[src/rtl/core/akf_mul.sv]
// Iterative signed Q24.24 multiplier for the altitude Kalman filter unit.
// Forms the product from 32x32 partial products, rounds and saturates.
// Depends on nothing but its parameter.
module akf_mul #(
    parameter int W = 48
) (
    input  logic                aclk,
    input  logic                aresetn,
    input  logic                start,
    input  logic signed [W-1:0] op_a,
    input  logic signed [W-1:0] op_b,
    output logic signed [W-1:0] result,
    output logic                clip,
    output logic                done
);
    localparam int NCH = (W + 31) / 32;
    localparam int NPP = NCH * NCH;
    localparam int PW  = NCH * 32;
    localparam int AW  = 2 * PW;
    localparam int CW  = $clog2(NPP + 2) + 1;
    localparam logic [AW-1:0] LIM_POS  = (AW'(1) << (W - 1)) - AW'(1);
    localparam logic [AW-1:0] LIM_NEG  = AW'(1) << (W - 1);
    localparam logic [AW-1:0] HALF_LSB = AW'(1) << 23;

    logic [PW-1:0]  a_mag_reg, b_mag_reg;
    logic           neg_reg;
    logic [AW-1:0]  acc_reg;
    logic [63:0]    pp_reg;
    logic [CW-1:0]  sh_reg;
    logic           pp_vld_reg;
    logic [CW-1:0]  cnt_reg;
    logic           busy_reg;
    logic [W-1:0]   result_reg;
    logic           clip_reg;
    logic           done_reg;

    logic [W-1:0]   a_abs, b_abs;
    logic [CW-1:0]  ai, bj;
    logic [31:0]    a_chunk, b_chunk;
    logic [AW-1:0]  rnd, rm;
    logic [W-1:0]   fin_val;
    logic           fin_clip;

    // Operand magnitudes; the most negative value maps to its true magnitude.
    assign a_abs = op_a[W-1] ? W'(-op_a) : W'(op_a);
    assign b_abs = op_b[W-1] ? W'(-op_b) : W'(op_b);

    // Chunk selection for the current partial product.
    assign ai      = CW'(cnt_reg / NCH);
    assign bj      = CW'(cnt_reg % NCH);
    assign a_chunk = 32'(a_mag_reg >> (32 * ai));
    assign b_chunk = 32'(b_mag_reg >> (32 * bj));

    // Rounding to nearest, ties away from zero, then saturation.
    always_comb begin
        rnd      = acc_reg + HALF_LSB;
        rm       = rnd >> 24;
        fin_clip = 1'b0;
        if (neg_reg) begin
            if (rm > LIM_NEG) begin
                fin_clip = 1'b1;
                fin_val  = W'(LIM_NEG);
            end else begin
                fin_val = W'(-rm);
            end
        end else begin
            if (rm > LIM_POS) begin
                fin_clip = 1'b1;
                fin_val  = W'(LIM_POS);
            end else begin
                fin_val = W'(rm);
            end
        end
    end

    // Control of the partial-product sequence.
    always_ff @(posedge aclk) begin
        if (!aresetn) begin
            busy_reg   <= 1'b0;
            done_reg   <= 1'b0;
            pp_vld_reg <= 1'b0;
            cnt_reg    <= '0;
        end else begin
            done_reg <= 1'b0;
            if (start) begin
                busy_reg   <= 1'b1;
                pp_vld_reg <= 1'b0;
                cnt_reg    <= '0;
            end else if (busy_reg) begin
                pp_vld_reg <= (cnt_reg < CW'(NPP));
                cnt_reg    <= cnt_reg + CW'(1);
                if (cnt_reg == CW'(NPP + 1)) begin
                    busy_reg <= 1'b0;
                    done_reg <= 1'b1;
                end
            end
        end
    end

    // Operand capture, partial products and accumulation.
    always_ff @(posedge aclk) begin
        if (start) begin
            a_mag_reg <= PW'(a_abs);
            b_mag_reg <= PW'(b_abs);
            neg_reg   <= op_a[W-1] ^ op_b[W-1];
            acc_reg   <= '0;
        end else if (busy_reg) begin
            pp_reg <= 64'(a_chunk) * 64'(b_chunk);
            sh_reg <= ai + bj;
            if (pp_vld_reg) begin
                acc_reg <= acc_reg + (AW'(pp_reg) << (32 * sh_reg));
            end
            if (cnt_reg == CW'(NPP + 1)) begin
                result_reg <= fin_val;
                clip_reg   <= fin_clip;
            end
        end
    end

    assign result = result_reg;
    assign clip   = clip_reg;
    assign done   = done_reg;

endmodule

[config.mk]
export PLATFORM = sky130hd
export DESIGN_NAME = akf_mul
export DESIGN_NICKNAME = d
export VERILOG_FILES = /design/src/rtl/core/akf_mul.sv
export SDC_FILE = /design/constraint.sdc
export NUM_CORES = 2
export LEC_CHECK = 0
export BUFFER_PORTS_ARGS = -buffer_cell sky130_fd_sc_hd__buf_2
export CORE_ASPECT_RATIO = 1.25
export CORE_MARGIN = 2
export CORE_UTILIZATION = 50
export CTS_CLUSTER_DIAMETER = 60
export DETAILED_ROUTE_END_ITERATION = 16
export PLACE_DENSITY = 0.67
export SLEW_MARGIN = 40
export SYNTH_ARGS = -nofsm -noshare
export SYNTH_HDL_FRONTEND = slang
export SYNTH_SLANG_ARGS = --single-unit
[constraint.sdc]
create_clock -name aclk -period 26.2 [get_ports aclk]
set_input_delay 1.31 -clock aclk [delete_from_list [all_inputs] [get_ports aclk]]
set_output_delay 1.31 -clock aclk [all_outputs]
set_load 0.02 [all_outputs]
==> results by group <==
Clocking
  – TritonCTS buffer count: 47
  – Bufs on Longest Clock Path: 3
  – CTS Root Buffer Type: clkbuf_16
  – # hold bufs at CTS: 0
  – Clk slew on worst S/H paths: 60 ps
  – CTS tree: built
  – Setup bufs post-CTS: 0
  – Post-CTS sizing: 0
  – H-tree Lvls: 2
  – Sinks on the clock net: 349
  – Clk_lat worst skew: 680 ps

Worst setup path
  – Required @ worst endpoint: 26590 ps
  – Worst Setup Start Kind: flop
  – Slowest CP cell: dfxtp_2
  – Crit path max fanout: 36
  – Crit path largest cell delay: 790 ps
  – CP dominant cell by count: fa_1
  – Critical path type: flop to flop
  – Crit end category: flop
  – Critical Path AT: 11380 ps

Timing
  – RSZ-0062 raised after global routing: false
  – Slew Limit Headroom: 40.26%
  – Final worst-path cycle share: 41.94%
  – Final Hold Vio Count: 0
  – Max-slew violation count: 0
  – Setup TNS: 0 ps
  – Max Freq: 91.01 MHz
  – Skew final: 78.82 ps
  – Final Setup Violations: 0
  – Minimum clock period: 10990 ps
  – Worst-Margin Slew: 896.1 ps

Routing
  – DR DRC count: 0
  – DRT iter0 DRCs: 4136
  – Routed Antenna Nets: 0
  – Initial DRT Pass Iterations: 5
  – Final wirelength: 206.1 mm
  – Via-to-Cell Ratio: 5.895
  – Average wire per standard cell: 24.12 um
  – Via Count: 50370

Run
  – Maxcap violations: 0

Yosys
  – Asr flop ratio synth: 0%
  – Register bit total from synthesis: 349
  – Mean post-synth cell area: 8.445 sq um
  – Ranking of synthesized cells by area: fa_1, edfxtp_1, ha_1
  – EDFF count, synth: 214
  – Synth Instances: 7004
  – Synthesized net count: 8398
  – Netlist cell types: 92
  – Synth area leader: fa_1
  – Top-area cell type share of the netlist area: 30.36%
  – Sequential area share after synthesis: 15.43%
  – Yosys warns: 0
  – Main synth FF type: edfxtp_1
  – Syn Std Cell Area: 59150 sq um

Global routing
  – GRT overflow: 0
  – Tot GR Track Use: 34.04%
  – First-pass GRT wire length: 310.6 mm
  – Vias in the first global route: 52090
  – Initial antenna violation count: 1
  – Largest net degree at the start of global routing: 87

Placed design
  – Post-DP HPWL: 165.7 mm
  – DP Cell Count: 8454
  – PortBufs: 148
  – GPL Wtd Cong: 1.024

Floorplanning
  – Row count: 141
  – Core Area: 117800 sq um
  – Die Height: 388.5 um
  – Die X: 311.6 um
  – I/O pin cnt: 149
  – Area of the die: 121100 sq um
  – Initial Util: 50.19%

Worst hold path
  – Min-Delay Path Class: flop to flop

Final layout
  – Layout Area Growth over Synthesis: 6.695%
  – Final nets: 8324
  – Fin cells: 8544
  – Share of layout cells above drive strength 1: 6.859%
  – Number of flip-flops in the largest register: 128

Outcome
  – Status: finished clean
metal layers:
| metal | share of wire, % | GRT usage, % |
|---|---|---|
| met5 | 0 | 0 |
| met4 | 9.9 | 27.26 |
| met3 | 7.3 | 5.420 |
| met2 | 48 | 58.11 |
| met1 | 35 | 37.70 |
cell usage after synthesis, types with 59 or more instances:
cell and n:
xor2_1 104, and3_1 59, dfxtp_1 135, clkbuf_1 344, xnor2_1 248, and2_1 62, mux2i_1 62, a22oi_1 67
nand2_1 891, o21ai_0 226, ha_1 398, nor2_1 907, a21o_1 158, nand3_1 79, a21oi_1 355, edfxtp_1 214
nand4_1 101, inv_1 984, fa_1 897
kinds of logic (layout without fill, tap and decap cells):
logic type / Yosys count / count (layout) / share of synthesized area (%)
buf+inv: 1381 / 1346 / 8.922
fa+ha+maj: 1295 / 1295 / 38.78
other cells: 0 / 2 / 0
xor+xnor: 352 / 352 / 5.212
compound gates: 1112 / 1112 / 11.86
mux: 93 / 93 / 1.639
simple gates: 2422 / 2422 / 18.15
flops: 349 / 349 / 15.43
worst paths after layout:
path | from | endpoint | slack [ps] | cells past startpoint
hold / removal | acc_reg[6] | acc_reg[6] | 460 | 2
setup reg to reg | cnt_reg[0] | pp_reg[57] | 15210 | 32
hold reg to reg | acc_reg[6] | acc_reg[6] | 460 | 2
setup / recovery | cnt_reg[0] | pp_reg[57] | 15210 | 32
final cells by class:
class,count,area (sq um)
Fill cell,11170,54740
Multi-Input combinational cell,5274,44960
Sequential cell,349,9131
Inverter,984,3694
Tap cell,1573,1968
Timing Repair Buffer,274,1727
Clock buffer,49,1184
Clock inverter,39,440.4
Antenna cell,2,5.005
worst max-delay path: cells and delay by family (launching register included):
kind	cells	cell delay, ps
flip-flops	1	790
XOR/XNOR	1	90
buffers and inverters	8	1300
multiplexers	1	320
AO/OA/AOI/OAI	10	3050
AND/OR/NAND/NOR	3	660
adder cells (fa/ha/maj)	9	4420
cells in the final DEF, fill, tap and decap left out, types with 23 or more instances in the layout:
master,count
edfxtp_1,214
and3_1,59
o31ai_1,42
fa_1,897
mux2i_1,48
nand2b_1,46
xnor2_1,248
o21bai_1,54
a22oi_1,67
mux2_2,30
a31oi_1,27
clkbuf_16,47
inv_1,984
dfxtp_1,133
a21oi_1,354
buf_4,120
and2_1,61
nand3_1,79
nor4_1,35
nor3_1,57
o21a_1,23
xor2_1,104
buf_2,147
or4_1,25
ha_1,398
or3_1,36
nor2_1,904
a21o_1,158
nor2b_1,36
nand4_1,101
nand2_1,887
o21ai_0,226
stage by stage:
stage	instance area, sq um	util, %	hold slack (ps)	worst slack (ps)
2_1_floorplan	59150	-	436.2	16510
3_3_place_gp	61380	52.09	444.1	15410
3_5_place_dp	61450	52.14	449.4	15200
4_1_cts	63070	53.52	458.6	15210
5_1_grt	63110	53.55	481.3	14740
6_report	63110	53.55	458.9	15210
Power is not shown: default switching activity piles up to over one toggle a cycle in this logic, so the estimate is an artifact.
