===== config.mk =====
export PLATFORM = sky130hd
export DESIGN_NAME = akf_div
export DESIGN_NICKNAME = d
export VERILOG_FILES = /design/src/rtl/core/akf_div.sv
export SDC_FILE = /design/constraint.sdc
export NUM_CORES = 1
export LEC_CHECK = 0
export BUFFER_PORTS_ARGS = -buffer_cell sky130_fd_sc_hd__buf_4
export CAP_MARGIN = 40
export CORE_MARGIN = 10
export CORE_UTILIZATION = 55
export DETAILED_ROUTE_END_ITERATION = 10
export PLACE_DENSITY = 0.78
export SETUP_SLACK_MARGIN = 0.3
export SYNTH_ARGS = -nofsm -noshare
export SYNTH_HDL_FRONTEND = slang
export SYNTH_SLANG_ARGS = --single-unit

===== constraint.sdc =====
create_clock -name aclk -period 3.22 [get_ports aclk]
set_input_delay 0.322 -clock aclk [delete_from_list [all_inputs] [get_ports aclk]]
set_output_delay 0.322 -clock aclk [all_outputs]
set_load 0.005 [all_outputs]

===== src/rtl/core/akf_div.sv =====
// Bit-serial signed Q24.24 divider for the altitude Kalman filter unit.
// Restoring division of (|n| << 24) by |d|, one quotient bit per cycle,
// with sign and saturation applied at the end; depends on nothing else.
module akf_div #(
    parameter int W = 48
) (
    input  logic                aclk,
    input  logic                aresetn,
    input  logic                start,
    input  logic signed [W-1:0] op_n,
    input  logic signed [W-1:0] op_d,
    output logic signed [W-1:0] result,
    output logic                clip,
    output logic                done
);
    localparam int NW = W + 24;
    localparam int CW = $clog2(NW + 1) + 1;
    localparam logic [NW-1:0] LIM_POS = (NW'(1) << (W - 1)) - NW'(1);
    localparam logic [NW-1:0] LIM_NEG = NW'(1) << (W - 1);

    logic [NW-1:0] num_reg;
    logic [W-1:0]  d_reg;
    logic [W-1:0]  rem_reg;
    logic [CW-1:0] cnt_reg;
    logic          busy_reg;
    logic          fin_reg;
    logic          neg_reg;
    logic [W-1:0]  result_reg;
    logic          clip_reg;
    logic          done_reg;

    logic [W-1:0]  n_abs, d_abs;
    logic [W:0]    rem_sh;
    logic          ge;
    logic [W-1:0]  fin_val;
    logic          fin_clip;

    assign n_abs = op_n[W-1] ? W'(-op_n) : W'(op_n);
    assign d_abs = op_d[W-1] ? W'(-op_d) : W'(op_d);

    // One restoring step.
    assign rem_sh = {rem_reg, num_reg[NW-1]};
    assign ge     = (rem_sh >= {1'b0, d_reg});

    // Sign and saturation of the finished quotient.
    always_comb begin
        fin_clip = 1'b0;
        if (neg_reg) begin
            if (num_reg > LIM_NEG) begin
                fin_clip = 1'b1;
                fin_val  = W'(LIM_NEG);
            end else begin
                fin_val = W'(-num_reg);
            end
        end else begin
            if (num_reg > LIM_POS) begin
                fin_clip = 1'b1;
                fin_val  = W'(LIM_POS);
            end else begin
                fin_val = W'(num_reg);
            end
        end
    end

    // Sequence control.
    always_ff @(posedge aclk) begin
        if (!aresetn) begin
            busy_reg <= 1'b0;
            fin_reg  <= 1'b0;
            done_reg <= 1'b0;
            cnt_reg  <= '0;
        end else begin
            done_reg <= 1'b0;
            fin_reg  <= 1'b0;
            if (start) begin
                cnt_reg <= '0;
                if (op_d == '0) begin
                    done_reg <= 1'b1;
                end else begin
                    busy_reg <= 1'b1;
                end
            end else if (busy_reg) begin
                cnt_reg <= cnt_reg + CW'(1);
                if (cnt_reg == CW'(NW - 1)) begin
                    busy_reg <= 1'b0;
                    fin_reg  <= 1'b1;
                end
            end else if (fin_reg) begin
                done_reg <= 1'b1;
            end
        end
    end

    // Datapath: a zero divisor gives a zero quotient without iterating.
    always_ff @(posedge aclk) begin
        if (start) begin
            num_reg    <= {n_abs, 24'd0};
            d_reg      <= d_abs;
            rem_reg    <= '0;
            neg_reg    <= op_n[W-1] ^ op_d[W-1];
            result_reg <= '0;
            clip_reg   <= 1'b0;
        end else if (busy_reg) begin
            rem_reg <= ge ? W'(rem_sh - {1'b0, d_reg}) : W'(rem_sh);
            num_reg <= {num_reg[NW-2:0], ge};
        end else if (fin_reg) begin
            result_reg <= fin_val;
            clip_reg   <= fin_clip;
        end
    end

    assign result = result_reg;
    assign clip   = clip_reg;
    assign done   = done_reg;

endmodule


==> impl_results.md <==
* Post-Synth Adder-Cell Area at 0.0448
* Synth Area in XOR/XNOR at 0.0766
* Most frequent cells in the layout: 253 x buf_4, 216 x nand2_1, 189 x nor2_1
* Setup crit end kind: flip-flop
* Post-synthesis sequential area ratio at 0.371
* Skew final at 0.0122 ns
* Initial antenna violation count at 1
* I/O pins at 149
* Core utilization of the finished layout at 0.734
* Clock transition at path regs at 0.06 ns
* H-tree depth reported by CTS at 1
* FFs w/ async S/R, synth at 0
* Clk sinks at 229
* Die Area at 0.0342 mm²
* Worst r2r path cells at 10
* Vert. Die Dim at 185 µm
* Initial DRC count at 2115
* Port bufs at 148
* First-pass GRT wire length at 70.3 mm
* Yosys top cell area share at 0.195
* FILL cells at 1885
* CTS root buffer: clkbuf_16
* Hold WC Path Type: in2reg
* Total CTS buffers at 25
* Initial Utilization at 0.557
* Die X at 185 µm
* Slew @ Worst Pin at 0.691 ns
* R2R Setup Slk at 0.13 ns
* Leading cell type in the layout, fill and taps excluded: buf_4
* Setup crit start kind: flip-flop
* FMAX at 324 MHz
* YS warnings at 0
* Req. time, crit path at 3.68 ns
* Row Count at 60
* Seq cells post-synth at 229
* Final Max Tran Viols at 0
* Final nets at 2175
* Hold Startpoint: aresetn
* Buffers & Inverters on Critical Path at 2
* GRT Total Usage at 0.245
* CP max stage delay at 0.54 ns
* Clock Latency Late Sink at 0.54 ns
* Predominant post-synthesis flop cell: dfxtp_1
* Arrival @ worst endpoint at 3.55 ns
* Max clock buf depth at 3
* Placed inst area at 0.0169 mm²
* CP Cell Sequence: nor4_2 > nand3_2 > nor4_4 > buf_4 > nand4_1 > a21o_4 > buf_6 > o311ai_1 > o21ai_1 > a211oi_2
* Avg Vias per Cell at 6.47
* PwrDens at 423 mW/mm²
* RSZ-0062 raised after global routing: true
* Synth Cell Area at 0.0150 mm²
* Compound-Gate Fraction of Synth Area at 0.216
* Area contributors post-synth: edfxtp_1 19%, dfxtp_1 18%, nand2_1 6.1%, xnor2_1 5.6%, nor2_1 4.8%
* Final min period at 3.09 ns
* CTS tree: done
* Yosys top cell by area: edfxtp_1
* Initial DRT Pass Iterations at 6
* Max-cap viol count at 0
* DR DRC count at 0
* Largest net degree at the start of global routing at 119
* Routed WL at 48.6 mm
* Largest family of logic cells by synthesized area: simple AND/OR/NAND/NOR gates
* Area Growth Syn to Fin at 31.8%
* Max VDD drop at 0.000332 V
* Core region area at 0.0269 mm²
* Slew margin rel. at 0.534
* Syn nets at 1974
* Final hold violations at 0
* Outcome: finished, final reports clean
* # diodes at 0
* Setup CP Type: reg2reg
* Reg-to-reg startpoint: num_reg[30]
* Via Count at 15400
* Vias in the first global route at 13900
* Grt ovf at 0
* DP HPWL at 30.6 mm
* Number of synthesized flops with an enable pin at 97
* Routed Antenna Nets at 0
* Worst hold stages at 2
* Mux cell area share after synthesis at 0.0201
* Post-route cell area at 0.0197 mm²
* Avg Inst Size Synth at 8.22 µm²
* LEAKAGE at 7.78 nW
* Max FFs per register at 72
* Fin crit share at 0.960
* CP max-delay cell: edfxtp_1
* Family with the most delay on the worst path: compound AO/OA/AOI/OAI gates
* Hold EP: done
* Share of layout cells above drive strength 1 at 0.283
* Mapped Cells at 1822
* Post-Synth Simple-Gate Area at 0.222
* Number of distinct library cells after synthesis at 72
* FF-to-FF End: result[35]
* Max FO, Critical Path at 15
* GPL Wtd Cong at 0.936
* Setup-failing EPs final at 0
* Per-cell routed wire length at 20.4 µm
-- report_power, final --
part	leakage, nW	total (W)	internal (W)	switching (W)
logic	5.33	0.00219	0.000901	0.00129
registers	2.06	0.00341	0.00324	0.000171
clock network	0.389	0.00275	0.00156	0.00119
total	7.78	0.00835	0.00570	0.00265
-- cell families (layout without fill, tap and decap cells) --
logic type	Yosys count	in the layout
compound gates	481	481
xor+xnor	131	131
fa+ha+maj	53	53
buf+inv	192	411
flops	229	229
mux	30	30
simple gates	706	707
-- worst max path at each step --
stage	slack [ns]	to	startpoint	depth (start not counted)
after floorplan	0.19	d_reg[45]	op_d[13]	8
after global placement	0.06	d_reg[45]	op_d[13]	9
after detailed placement	-0.04	d_reg[45]	op_d[13]	9
after CTS	0.27	rem_reg[11]	d_reg[38]	12
after global routing	-0.005	result[35]	num_reg[0]	13
final	0.13	result[35]	num_reg[30]	10
-- timing repair --
action                                  in CTS  in global routing
endpoints found under the setup margin      94                 95
gates resized for setup                     75                249
hold buffers                                 1                  0
hold endpoints to repair                     1                  0
buffers inserted                             8                 27
cloned                                       4                  8
pin swaps                                   25                124
-- layer usage --
layer  GRT usage  part of all wire
met1       0.321              0.40
met5           0           0.00041
met2       0.402              0.48
met4      0.0803             0.037
met3      0.0400             0.089
-- worst register-to-register path, delay by kind of cell, from the launching register on --
| kind | cells | cell delay [ns] |
|---|---|---|
| AND/OR/NAND/NOR | 4 | 1.03 |
| flip-flops | 1 | 0.54 |
| AO/OA/AOI/OAI | 4 | 1.10 |
| buffers and inverters | 2 | 0.37 |
-- cell type report --
| cell class | instances | area [µm²] | share of cell area |
|---|---|---|---|
| inverter | 81 | 307 | 0.0155 |
| tap | 341 | 427 | 0.0216 |
| clock buffer | 37 | 722 | 0.0366 |
| sequential | 229 | 5560 | 0.282 |
| multi-input combinational | 1402 | 10200 | 0.516 |
| clock inverter | 9 | 52.6 | 0.00266 |
| timing repair buffer | 284 | 2480 | 0.126 |
-- cell usage after synthesis, drive strengths merged, types with 21 or more instances --
library cell	number
mux2i	29
nor4	24
xor2	35
or3	28
nand3	34
or4	22
a221oi	21
nand2	243
nand4	30
a21oi	105
o41ai	27
nor3	63
a21o	35
dfxtp	132
edfxtp	97
xnor2	96
o31ai	44
a311oi	44
o21ai	120
ha	52
clkbuf	97
inv	81
nor2	192
-- metrics by stage --
stage | cells | hold slack, ns | worst slack (ns) | total power [W] | setup TNS, ns
6_report | 2383 | 0.0671 | 0.129 | 0.00835 | 0
5_1_grt | 2383 | 0.0677 | -0.00471 | 0.00867 | -0.00471
4_1_cts | 2348 | 0.0494 | 0.272 | 0.00797 | 0
3_5_place_dp | 2289 | 0.480 | -0.0385 | 0.00518 | -0.0498
3_3_place_gp | 2287 | 0.468 | 0.0558 | 0.00513 | 0
2_1_floorplan | 1822 | 0.421 | 0.189 | 0.00459 | 0
Power figures use the tool's default switching activity.
